`src/rtl/aamp_pkg.sv`:
```
package aamp_pkg;

    localparam int DEF_FRAME_BYTES = 64;
    localparam int DEF_CHANNELS    = 8;
    localparam int HDR_BYTES       = 5;

    localparam int CFG_IDX_W  = 8;
    localparam int CFG_DATA_W = 8;

    localparam logic [CFG_IDX_W-1:0] REG_STALL_LIMIT = 8'd0;
    localparam logic [CFG_IDX_W-1:0] REG_EXEMPT_MASK = 8'd1;

    localparam logic [7:0] RST_STALL_LIMIT = 8'd10;
    localparam logic [7:0] RST_EXEMPT_MASK = 8'd0;

    localparam logic [7:0] HDR_SYNC0 = 8'd31;
    localparam logic [7:0] HDR_SYNC1 = 8'd97;
    localparam logic [7:0] HDR_SYNC2 = 8'd52;
    localparam logic [7:0] HDR_SYNC3 = 8'd73;

    localparam logic signed [11:0] GAIN_NUM  = 12'sd1229;
    localparam logic signed [17:0] DC_OFFSET = 18'sd32768;

    localparam logic KIND_BYTE  = 1'b0;
    localparam logic KIND_ALERT = 1'b1;

    typedef enum logic [2:0] {
        ST_IDLE,
        ST_STORE,
        ST_POLL,
        ST_HDR,
        ST_RD,
        ST_PAY
    } t_state;

    typedef struct packed {
        logic take;
        logic store;
        logic cnt_clr;
        logic cnt_inc;
        logic ld_hdr;
        logic ld_pay;
        logic ld_alert;
        logic rd_en;
    } t_cmd;

    typedef struct packed {
        logic in_valid;
        logic in_sample;
        logic in_ch_ok;
        logic full;
        logic stall;
        logic out_free;
        logic hdr_done;
        logic pay_done;
    } t_sts;

    // header byte at position k; position four carries channel+1
    function automatic logic [7:0] hdr_byte(input logic [2:0] k, input logic [2:0] ch);
        logic [7:0] b;
        case (k)
            3'd0:    b = HDR_SYNC0;
            3'd1:    b = HDR_SYNC1;
            3'd2:    b = HDR_SYNC2;
            3'd3:    b = HDR_SYNC3;
            default: b = {5'd0, ch} + 8'd1;
        endcase
        return b;
    endfunction

endpackage

```
`src/rtl/aamp_if.sv`:
```
interface aamp_smp_if;
    logic               valid;
    logic               ready;
    logic               action;
    logic [2:0]         channel;
    logic signed [15:0] sample;
    logic [31:0]        now_seconds;

    modport source(output valid, action, channel, sample, now_seconds, input ready);
    modport sink(input valid, action, channel, sample, now_seconds, output ready);
endinterface

interface aamp_res_if;
    logic       valid;
    logic       ready;
    logic       kind;
    logic [7:0] frame_byte;
    logic       last_byte;
    logic [2:0] stall_channel;

    modport source(output valid, kind, frame_byte, last_byte, stall_channel, input ready);
    modport sink(input valid, kind, frame_byte, last_byte, stall_channel, output ready);
endinterface

interface aamp_cfg_if;
    logic       valid;
    logic       ready;
    logic [7:0] index;
    logic [7:0] data;

    modport source(output valid, index, data, input ready);
    modport sink(input valid, index, data, output ready);
endinterface

```
`src/rtl/audio_sample_am_packetizer_core.sv`:
```
// Flow: a sample item passes through IDLE (capture with product) and STORE (convert and store).
// A poll item passes through IDLE and POLL; its alert enters the output register in POLL.
// A full payload then emits FRAME_BYTES bytes: each header byte from state HDR and each
// payload byte through RD and PAY, set by the registered read of the shared payload RAM.
// Reset (synchronous, active low) clears fill counts, last sample times, the output valid
// flag and the controller; the stall limit returns to 10 and the exempt mask to 0.
module audio_sample_am_packetizer_core
    import aamp_pkg::*;
#(
    parameter int FRAME_BYTES = DEF_FRAME_BYTES,
    parameter int CHANNELS    = DEF_CHANNELS
) (
    input  logic       i_clk,
    input  logic       i_rst_n,
    aamp_smp_if.sink   i_smp,
    aamp_res_if.source o_res,
    aamp_cfg_if.sink   i_cfg
);

    t_cmd cmd;
    t_sts sts;

    aamp_ctrl u_ctrl (
        .i_clk  (i_clk),
        .i_rst_n(i_rst_n),
        .i_sts  (sts),
        .o_cmd  (cmd)
    );

    aamp_dpath #(
        .FRAME_BYTES(FRAME_BYTES),
        .CHANNELS   (CHANNELS)
    ) u_dpath (
        .i_clk  (i_clk),
        .i_rst_n(i_rst_n),
        .i_smp  (i_smp),
        .o_res  (o_res),
        .i_cfg  (i_cfg),
        .i_cmd  (cmd),
        .o_sts  (sts)
    );

endmodule

```
`src/rtl/aamp_ram.sv`:
```
module aamp_ram #(
    parameter int WIDTH = 8,
    parameter int DEPTH = 472,
    localparam int AW = (DEPTH > 1) ? $clog2(DEPTH) : 1
) (
    input  logic             i_clk,
    input  logic             i_we,
    input  logic [AW-1:0]    i_waddr,
    input  logic [WIDTH-1:0] i_wdata,
    input  logic             i_re,
    input  logic [AW-1:0]    i_raddr,
    output logic [WIDTH-1:0] o_rdata
);

    logic [WIDTH-1:0] r_mem [DEPTH];
    logic [WIDTH-1:0] r_rdata;

    always_ff @(posedge i_clk) begin
        if (i_we) begin
            r_mem[i_waddr] <= i_wdata;
        end
        if (i_re) begin
            r_rdata <= r_mem[i_raddr];
        end
    end

    assign o_rdata = r_rdata;

endmodule

```
`src/rtl/aamp_ctrl.sv`:
```
module aamp_ctrl
    import aamp_pkg::*;
(
    input  logic i_clk,
    input  logic i_rst_n,
    input  t_sts i_sts,
    output t_cmd o_cmd
);

    t_state r_state;
    t_state n_state;

    always_ff @(posedge i_clk) begin
        if (!i_rst_n) begin
            r_state <= ST_IDLE;
        end else begin
            r_state <= n_state;
        end
    end

    always_comb begin
        n_state = r_state;
        o_cmd   = '0;
        case (r_state)
            ST_IDLE: begin
                o_cmd.take = 1'b1;
                // drop items for channels beyond the configured count
                if (i_sts.in_valid && i_sts.in_ch_ok) begin
                    n_state = i_sts.in_sample ? ST_STORE : ST_POLL;
                end
            end
            ST_STORE: begin
                o_cmd.store   = 1'b1;
                o_cmd.cnt_clr = 1'b1;
                n_state       = i_sts.full ? ST_HDR : ST_IDLE;
            end
            ST_POLL: begin
                if (!i_sts.stall) begin
                    n_state = ST_IDLE;
                end else if (i_sts.out_free) begin
                    o_cmd.ld_alert = 1'b1;
                    n_state        = ST_IDLE;
                end
            end
            ST_HDR: begin
                if (i_sts.out_free) begin
                    o_cmd.ld_hdr = 1'b1;
                    if (i_sts.hdr_done) begin
                        o_cmd.cnt_clr = 1'b1;
                        n_state       = ST_RD;
                    end else begin
                        o_cmd.cnt_inc = 1'b1;
                    end
                end
            end
            ST_RD: begin
                o_cmd.rd_en = 1'b1;
                n_state     = ST_PAY;
            end
            ST_PAY: begin
                if (i_sts.out_free) begin
                    o_cmd.ld_pay = 1'b1;
                    if (i_sts.pay_done) begin
                        n_state = ST_IDLE;
                    end else begin
                        o_cmd.cnt_inc = 1'b1;
                        n_state       = ST_RD;
                    end
                end
            end
            default: begin
                n_state = ST_IDLE;
            end
        endcase
    end

endmodule

```
`src/rtl/aamp_dpath.sv`:
```
module aamp_dpath
    import aamp_pkg::*;
#(
    parameter int FRAME_BYTES = DEF_FRAME_BYTES,
    parameter int CHANNELS    = DEF_CHANNELS
) (
    input  logic        i_clk,
    input  logic        i_rst_n,
    aamp_smp_if.sink    i_smp,
    aamp_res_if.source  o_res,
    aamp_cfg_if.sink    i_cfg,
    input  t_cmd        i_cmd,
    output t_sts        o_sts
);

    localparam int PAY_LEN  = FRAME_BYTES - HDR_BYTES;
    localparam int DEPTH    = CHANNELS * PAY_LEN;
    localparam int ADDR_W   = (DEPTH > 1) ? $clog2(DEPTH) : 1;
    localparam int CNT_W    = $clog2(FRAME_BYTES);
    localparam int CH_IDX_W = (CHANNELS > 1) ? $clog2(CHANNELS) : 1;

    // configuration
    logic [7:0] r_stall_limit;
    logic [7:0] r_exempt;

    // per-channel state
    logic [CNT_W-1:0] r_fill [CHANNELS];
    logic [31:0]      r_last_seen [CHANNELS];

    // captured item
    logic [2:0]         r_ch;
    logic [31:0]        r_now;
    logic signed [26:0] r_prod;

    logic [CNT_W-1:0] r_cnt;

    // output register
    logic       r_out_valid;
    logic       r_kind;
    logic [7:0] r_byte;
    logic       r_last;
    logic [2:0] r_sch;

    logic                take_xfer;
    logic [CH_IDX_W-1:0] ch_idx;
    logic [CNT_W-1:0]    fill_cur;
    logic [CNT_W-1:0]    fill_inc;
    logic [ADDR_W-1:0]   base;
    logic [ADDR_W-1:0]   waddr;
    logic [ADDR_W-1:0]   raddr;
    logic signed [16:0]  q;
    logic signed [17:0]  t;
    logic [9:0]          b;
    logic [7:0]          conv_byte;
    logic [31:0]         last_seen;
    logic [31:0]         elapsed;
    logic [7:0]          rdata;
    logic                out_free;

    assign take_xfer   = i_cmd.take && i_smp.valid;
    assign i_smp.ready = i_cmd.take;
    assign i_cfg.ready = 1'b1;

    assign ch_idx = r_ch[CH_IDX_W-1:0];

    always_ff @(posedge i_clk) begin
        if (!i_rst_n) begin
            r_stall_limit <= RST_STALL_LIMIT;
            r_exempt      <= RST_EXEMPT_MASK;
        end else if (i_cfg.valid) begin
            case (i_cfg.index)
                REG_STALL_LIMIT: r_stall_limit <= i_cfg.data;
                REG_EXEMPT_MASK: r_exempt      <= i_cfg.data;
                default: ;
            endcase
        end
    end

    always_ff @(posedge i_clk) begin
        if (take_xfer) begin
            r_ch   <= i_smp.channel;
            r_now  <= i_smp.now_seconds;
            r_prod <= 27'(i_smp.sample) * 27'(GAIN_NUM);
        end
    end

    // sample to byte: floor(v/1024) + 32768, floor by 256, clamp to a byte
    assign q = r_prod[26:10];
    assign t = {q[16], q} + DC_OFFSET;
    assign b = t[17:8];

    always_comb begin
        if (b[9]) begin
            conv_byte = 8'd0;
        end else if (b[8]) begin
            conv_byte = 8'hFF;
        end else begin
            conv_byte = b[7:0];
        end
    end

    assign fill_cur = (r_fill[ch_idx] >= CNT_W'(PAY_LEN)) ? '0 : r_fill[ch_idx];
    assign fill_inc = fill_cur + CNT_W'(1);
    assign base     = ADDR_W'(int'(r_ch) * PAY_LEN);
    assign waddr    = base + ADDR_W'(fill_cur);
    assign raddr    = base + ADDR_W'(r_cnt);

    always_ff @(posedge i_clk) begin
        if (!i_rst_n) begin
            for (int c = 0; c < CHANNELS; c++) begin
                r_fill[c]      <= '0;
                r_last_seen[c] <= '0;
            end
        end else if (i_cmd.store) begin
            r_fill[ch_idx]      <= (fill_inc == CNT_W'(PAY_LEN)) ? '0 : fill_inc;
            r_last_seen[ch_idx] <= r_now;
        end
    end

    always_ff @(posedge i_clk) begin
        if (!i_rst_n) begin
            r_cnt <= '0;
        end else if (i_cmd.cnt_clr) begin
            r_cnt <= '0;
        end else if (i_cmd.cnt_inc) begin
            r_cnt <= r_cnt + CNT_W'(1);
        end
    end

    aamp_ram #(
        .WIDTH(8),
        .DEPTH(DEPTH)
    ) u_payload (
        .i_clk  (i_clk),
        .i_we   (i_cmd.store),
        .i_waddr(waddr),
        .i_wdata(conv_byte),
        .i_re   (i_cmd.rd_en),
        .i_raddr(raddr),
        .o_rdata(rdata)
    );

    // a timestamp behind the last sample time counts as no time elapsed
    assign last_seen = r_last_seen[ch_idx];
    assign elapsed   = r_now - last_seen;

    assign out_free = !r_out_valid || o_res.ready;

    always_ff @(posedge i_clk) begin
        if (!i_rst_n) begin
            r_out_valid <= 1'b0;
        end else if (i_cmd.ld_hdr || i_cmd.ld_pay || i_cmd.ld_alert) begin
            r_out_valid <= 1'b1;
        end else if (o_res.ready) begin
            r_out_valid <= 1'b0;
        end
    end

    always_ff @(posedge i_clk) begin
        if (i_cmd.ld_hdr) begin
            r_kind <= KIND_BYTE;
            r_byte <= hdr_byte(r_cnt[2:0], r_ch);
            r_last <= 1'b0;
            r_sch  <= 3'd0;
        end else if (i_cmd.ld_pay) begin
            r_kind <= KIND_BYTE;
            r_byte <= rdata;
            r_last <= (r_cnt == CNT_W'(PAY_LEN - 1));
            r_sch  <= 3'd0;
        end else if (i_cmd.ld_alert) begin
            r_kind <= KIND_ALERT;
            r_byte <= 8'd0;
            r_last <= 1'b0;
            r_sch  <= r_ch;
        end
    end

    assign o_res.valid         = r_out_valid;
    assign o_res.kind          = r_kind;
    assign o_res.frame_byte    = r_byte;
    assign o_res.last_byte     = r_last;
    assign o_res.stall_channel = r_sch;

    always_comb begin
        o_sts           = '0;
        o_sts.in_valid  = i_smp.valid;
        o_sts.in_sample = !i_smp.action;
        o_sts.in_ch_ok  = int'(i_smp.channel) < CHANNELS;
        o_sts.full      = (fill_inc == CNT_W'(PAY_LEN));
        o_sts.stall     = !r_exempt[r_ch] && (r_now > last_seen)
                          && (elapsed > {24'd0, r_stall_limit});
        o_sts.out_free  = out_free;
        o_sts.hdr_done  = (r_cnt == CNT_W'(HDR_BYTES - 1));
        o_sts.pay_done  = (r_cnt == CNT_W'(PAY_LEN - 1));
    end

endmodule

```
`src/flat_wrapper.sv`:
```
// flat-port wrapper written by rule: the top's interface ports become plain ports
module audio_sample_am_packetizer_core_flat import aamp_pkg::*;
#(
    parameter int FRAME_BYTES = DEF_FRAME_BYTES,
    parameter int CHANNELS    = DEF_CHANNELS
)
  (i_clk, i_rst_n, i_smp_valid, i_smp_action, i_smp_channel, i_smp_sample, i_smp_now_seconds, i_smp_ready, o_res_valid, o_res_kind, o_res_frame_byte, o_res_last_byte, o_res_stall_channel, o_res_ready, i_cfg_valid, i_cfg_index, i_cfg_data, i_cfg_ready);
  aamp_smp_if i_smp_i ();
  aamp_res_if o_res_i ();
  aamp_cfg_if i_cfg_i ();
  input  logic i_clk;
  input  logic i_rst_n;
  input wire logic [$bits(i_smp_i.valid)-1:0] i_smp_valid;
  input wire logic [$bits(i_smp_i.action)-1:0] i_smp_action;
  input wire logic [$bits(i_smp_i.channel)-1:0] i_smp_channel;
  input wire logic [$bits(i_smp_i.sample)-1:0] i_smp_sample;
  input wire logic [$bits(i_smp_i.now_seconds)-1:0] i_smp_now_seconds;
  output wire logic [$bits(i_smp_i.ready)-1:0] i_smp_ready;
  output wire logic [$bits(o_res_i.valid)-1:0] o_res_valid;
  output wire logic [$bits(o_res_i.kind)-1:0] o_res_kind;
  output wire logic [$bits(o_res_i.frame_byte)-1:0] o_res_frame_byte;
  output wire logic [$bits(o_res_i.last_byte)-1:0] o_res_last_byte;
  output wire logic [$bits(o_res_i.stall_channel)-1:0] o_res_stall_channel;
  input wire logic [$bits(o_res_i.ready)-1:0] o_res_ready;
  input wire logic [$bits(i_cfg_i.valid)-1:0] i_cfg_valid;
  input wire logic [$bits(i_cfg_i.index)-1:0] i_cfg_index;
  input wire logic [$bits(i_cfg_i.data)-1:0] i_cfg_data;
  output wire logic [$bits(i_cfg_i.ready)-1:0] i_cfg_ready;
  assign i_smp_i.valid = i_smp_valid;
  assign i_smp_i.action = i_smp_action;
  assign i_smp_i.channel = i_smp_channel;
  assign i_smp_i.sample = i_smp_sample;
  assign i_smp_i.now_seconds = i_smp_now_seconds;
  assign i_smp_ready = i_smp_i.ready;
  assign o_res_valid = o_res_i.valid;
  assign o_res_kind = o_res_i.kind;
  assign o_res_frame_byte = o_res_i.frame_byte;
  assign o_res_last_byte = o_res_i.last_byte;
  assign o_res_stall_channel = o_res_i.stall_channel;
  assign o_res_i.ready = o_res_ready;
  assign i_cfg_i.valid = i_cfg_valid;
  assign i_cfg_i.index = i_cfg_index;
  assign i_cfg_i.data = i_cfg_data;
  assign i_cfg_ready = i_cfg_i.ready;
  audio_sample_am_packetizer_core #(.FRAME_BYTES(FRAME_BYTES), .CHANNELS(CHANNELS)) u_core (.i_clk(i_clk), .i_rst_n(i_rst_n), .i_smp(i_smp_i), .o_res(o_res_i), .i_cfg(i_cfg_i));
endmodule
```
`config.mk`:
```
export PLATFORM = sky130hd
export DESIGN_NAME = audio_sample_am_packetizer_core_flat
export DESIGN_NICKNAME = d
export VERILOG_FILES = /design/src/rtl/aamp_pkg.sv /design/src/rtl/aamp_if.sv /design/src/rtl/audio_sample_am_packetizer_core.sv /design/src/rtl/aamp_ram.sv /design/src/rtl/aamp_ctrl.sv /design/src/rtl/aamp_dpath.sv /design/src/flat_wrapper.sv
export SDC_FILE = /design/constraint.sdc
export NUM_CORES = 2
export LEC_CHECK = 0
export BUFFER_PORTS_ARGS = -buffer_cell sky130_fd_sc_hd__buf_2
export CORE_MARGIN = 10
export CORE_UTILIZATION = 25
export CTS_BUF_LIST = sky130_fd_sc_hd__clkbuf_8
export DETAILED_ROUTE_END_ITERATION = 12
export GPL_TIMING_DRIVEN = 1
export PLACE_DENSITY_LB_ADDON = 0.05
export SLEW_MARGIN = 25
export SYNTH_ARGS = -nofsm -noshare
export SYNTH_HDL_FRONTEND = slang
export SYNTH_HIERARCHICAL = 1
export SYNTH_SLANG_ARGS = --single-unit
```
`constraint.sdc`:
```
create_clock -name i_clk -period 16.5 [get_ports i_clk]
set_input_delay 1.65 -clock i_clk [delete_from_list [all_inputs] [get_ports i_clk]]
set_output_delay 1.65 -clock i_clk [all_outputs]
set_load 0.1 [all_outputs]
```
==> results.json <==
{
  "die_y_um": 842,
  "max_freq_mhz": 112,
  "area_growth_pct": 14.8,
  "slew_headroom_pct": 20.3,
  "p_per_area_nw_per_um2": 192,
  "synth_compound_area_share_pct": 3.64,
  "worstPathArrival_ns": 9.99,
  "synth-edff-count": 4140,
  "die_w_um": 842,
  "cts-buffers-inserted": 773,
  "clock_skew_ns": 0.0958,
  "io_buffers": 87,
  "p_sw_uw": 15000,
  "final_antenna_net_count": 0,
  "syn_inst": 8703,
  "first_pass_iters": 5,
  "gp_congestion": 0.737,
  "fill_cells": 66200,
  "synth_top_family_by_area": "multiplexers",
  "seqPwrFrac_pct": 37.8,
  "die-area_um2": 709000,
  "endpoint": "u_core/u_dpath/u_payload/o_rdata[1]$_DFFE_PP_",
  "rsz0062_at_grt": "no",
  "p_comb_share_pct": 37.7,
  "cts_buffer_depth": 4,
  "post_cts_resized": 0,
  "intPower_uw": 22300,
  "dp_hpwl_um": 347000,
  "yosys_register_bits": 4174,
  "antenna_found_initial": 54,
  "avgViaCountPerCell": 4.63,
  "report.power.total_uw": 37300,
  "synth-simple-area-share_pct": 3.86,
  "synthAdderAreaFrac_pct": 2.00,
  "end_kind": "register",
  "wire_per_inst_um": 30.1,
  "leakage_uw": 0.0625,
  "drt_iter0_drc": 7303,
  "rows": 301,
  "clockPowerShare_pct": 24.5,
  "clkLatencyLatePin_ns": 1.33,
  "drc_errors": 0,
  "max_cap_viol_count": 0,
  "cts_setup_buffers": 0,
  "synthesis.area_um2": 169000,
  "crit_type": "reg -> reg",
  "grt_pass1_vias": 91500,
  "yosysUniqueCellTypes": 89,
  "grt_max_degree": 165,
  "tns_ns": 0,
  "reg2reg_depth": 21,
  "clk_pin_slew_ns": 0.06,
  "post-route-min-period_ns": 8.90,
  "maxSlewViolCount": 0,
  "fin_nets": 9526,
  "ys_warn_count": 6,
  "cts_root_buffer": "clkbuf_8",
  "seq_area_frac_synth_pct": 73.9,
  "syn_area_per_cell_um2": 19.4,
  "layout-drive-gt1-share_pct": 23.0,
  "clock-sinks": 4174,
  "vias": 86900,
  "rrSetupSlack_ns": 7.60,
  "r2r-end": "u_core/u_dpath/u_payload/o_rdata[1]$_DFFE_PP_",
  "setup_viol": 0,
  "startpoint": "u_core/u_dpath/ch_idx[1]$_DFFE_PP_",
  "status": "complete, no violations",
  "synthXorXnorAreaFrac_pct": 0.268,
  "cts_htree_levels": 6,
  "p_sw_share_pct": 40.2,
  "cp-start-kind": "register",
  "async_reset_ff_share_pct": 0,
  "crit_required_ns": 17.58,
  "min_path_type": "reg -> reg",
  "cp_max_fo": 64,
  "cts_tree": "built",
  "pin_count": 89,
  "grt_pass1_wl_um": 777000,
  "muxShareOfSynthArea_pct": 14.2,
  "routed_wl_um": 566000,
  "start_util_pct": 25.1,
  "ir_drop_mv": 0.258,
  "cts-hold-fix-buffers": 0,
  "worstReg2RegStart": "u_core/u_dpath/ch_idx[1]$_DFFE_PP_",
  "core_region_area_um2": 673000,
  "grt.total_usage_pct": 15.4,
  "grt-ovfl-total": 0,
  "fin_crit_sh_pct": 54.0,
  "final_hold_viol_count": 0,
  "worstMarginPinSlew_ns": 1.16,
  "synth-main-ff-cell": "edfxtp_1"
}
[synthesized netlist by cell type, types with 12 or more instances]
library cell | n | area, um2
xnor2_1 | 31 | 272
buf_1 | 41 | 154
nand4_1 | 23 | 144
o221ai_1 | 29 | 254
buf_4 | 56 | 420
edfxtp_1 | 4140 | 124000
xor2_1 | 17 | 149
a22oi_1 | 204 | 1530
a221oi_1 | 27 | 236
o211ai_1 | 32 | 240
nor3_1 | 36 | 180
nand3_1 | 44 | 220
nand2b_1 | 36 | 225
dfxtp_1 | 34 | 681
fa_1 | 63 | 1260
a41oi_1 | 21 | 184
a211oi_1 | 114 | 856
o21ai_0 | 45 | 225
o22ai_1 | 153 | 957
a21oi_1 | 106 | 531
mux2_2 | 37 | 417
clkbuf_1 | 284 | 1070
buf_6 | 60 | 676
inv_1 | 166 | 623
nand2_1 | 230 | 863
a31oi_1 | 30 | 188
nor2b_1 | 41 | 257
a21o_1 | 12 | 90.1
a22o_1 | 14 | 123
ha_1 | 170 | 2130
buf_2 | 92 | 460
and3_1 | 257 | 1610
mux2i_1 | 358 | 3580
mux4_2 | 888 | 20000
nor2_1 | 615 | 2310
[per-layer routing]
metal	GRT usage, %	wire [um]	vias up
li1	-	-	36800
met5	0	454	-
met1	21.1	255000	47100
met2	25.6	272000	2268
met3	2.58	27400	750
met4	3.16	11100	12
[state kept, by name (all words and copies together) (netlist names), named ones only]
signal	count
u_core/u_dpath/u_payload/r_mem	3776
u_core/u_dpath/r_last_seen	256
u_core/u_dpath/r_cnt	6
u_core/u_dpath/o_res.valid	1
u_core/u_ctrl/r_state	3
u_core/u_dpath/o_res.frame_byte	8
u_core/u_dpath/r_fill	48
u_core/u_dpath/u_payload/o_rdata	8
u_core/u_dpath/r_prod	9
u_core/u_dpath/ch_idx	3
u_core/u_dpath/o_res.kind	1
u_core/u_dpath/o_res.last_byte	1
u_core/u_dpath/r_now	32
u_core/u_dpath/o_res.stall_channel	3
u_core/u_dpath/r_exempt	8
u_core/u_dpath/r_stall_limit	8
[layout make-up]
class | count | area (um2) | share of cell area (%)
Sequential cell | 4174 | 125000 | 64.4
Multi-Input combinational cell | 3823 | 41100 | 21.2
Tap cell | 8938 | 11200 | 5.76
Clock buffer | 787 | 10800 | 5.58
Clock inverter | 606 | 3010 | 1.55
Timing Repair Buffer | 280 | 2240 | 1.15
Inverter | 168 | 632 | 0.326
Antenna cell | 14 | 35.0 | 0.0181
[worst min-delay path by stage]
stage | start | to | slack (ns) | depth (start not counted)
6_report | u_core/u_dpath/o_res.kind$_SDFFE_PP0P_ | u_core/u_dpath/o_res.kind$_SDFFE_PP0P_ | 0.48 | 2
3_5_place_dp | u_core/u_dpath/o_res.kind$_SDFFE_PP0P_ | u_core/u_dpath/o_res.kind$_SDFFE_PP0P_ | 0.47 | 2
5_1_grt | i_smp_now_seconds[9] | u_core/u_dpath/r_now[9]$_DFFE_PP_ | 0.41 | 1
2_1_floorplan | u_core/u_dpath/r_stall_limit[1]$_SDFFE_PN1P_ | u_core/u_dpath/r_stall_limit[1]$_SDFFE_PN1P_ | 0.48 | 2
4_1_cts | i_smp_now_seconds[28] | u_core/u_dpath/r_now[28]$_DFFE_PP_ | 0.29 | 1
3_3_place_gp | u_core/u_dpath/o_res.kind$_SDFFE_PP0P_ | u_core/u_dpath/o_res.kind$_SDFFE_PP0P_ | 0.46 | 2
[placed cells by master (no fill, tap or decap), types with 39 or more instances in the layout]
cell,synthesis,routed
nand2_1,230,204
o22ai_1,153,153
ha_1,170,165
mux4_2,888,888
a21oi_1,106,99
clkinv_1,2,189
clkbuf_8,0,787
nand3_1,44,39
o21ai_0,45,45
fa_1,63,62
a22oi_1,204,204
inv_1,166,449
buf_2,92,88
clkinv_2,0,77
edfxtp_1,4140,4140
nor2_1,615,594
a211oi_1,114,114
and3_1,257,255
buf_4,56,164
mux2i_1,358,357
[power groups by stage]
stage	Combinational (uW)	Clock [uW]	Sequential (uW)
4_1_cts	14500	9540	14100
3_3_place_gp	14400	0	14300
5_1_grt	15000	9990	14100
6_report	14100	9120	14100
3_5_place_dp	14500	0	14300
2_1_floorplan	7300	0	15900
[cell families (layout without fill, tap and decap cells)]
logic type / Yosys count / in the layout
multiplexers: 1284 / 1284
flip-flops: 4174 / 4174
adder cells (fa/ha/maj): 233 / 233
buffers and inverters: 707 / 1841
AND/OR/NAND/NOR: 1378 / 1378
XOR/XNOR: 50 / 50
AO/OA/AOI/OAI: 876 / 876
other: 1 / 16
[through the flow]
stage	utilization (%)	setup WS, ns	hold WS [ns]	instances	cell area (um2)
global route	28.8	7.19	0.410	18800	194000
detailed placement	26.8	7.55	0.466	17400	180000
global placement	26.7	7.60	0.463	17400	180000
finish	28.8	7.60	0.482	18800	194000
floorplan	-	0.454	0.480	8704	169000
CTS	28.8	7.45	0.293	18800	194000
[worst max-delay path, stage by stage (launching register included)]
cell,delay [ns]
edfxtp_1,0.71
ha_2,0.27
buf_4,0.58
inv_1,0.21
fa_1,0.58
inv_1,0.06
ha_1,0.32
inv_1,0.09
nor2_1,0.05
nor2_1,0.22
xnor2_2,0.15
buf_4,0.59
buf_4,0.63
and2_4,0.77
buf_4,0.81
buf_4,0.68
a22o_1,0.27
a221oi_1,0.07
a22oi_1,0.53
and3_1,0.30
o211ai_1,0.21
o211ai_1,0.19
(Power assumes the default switching activity.)
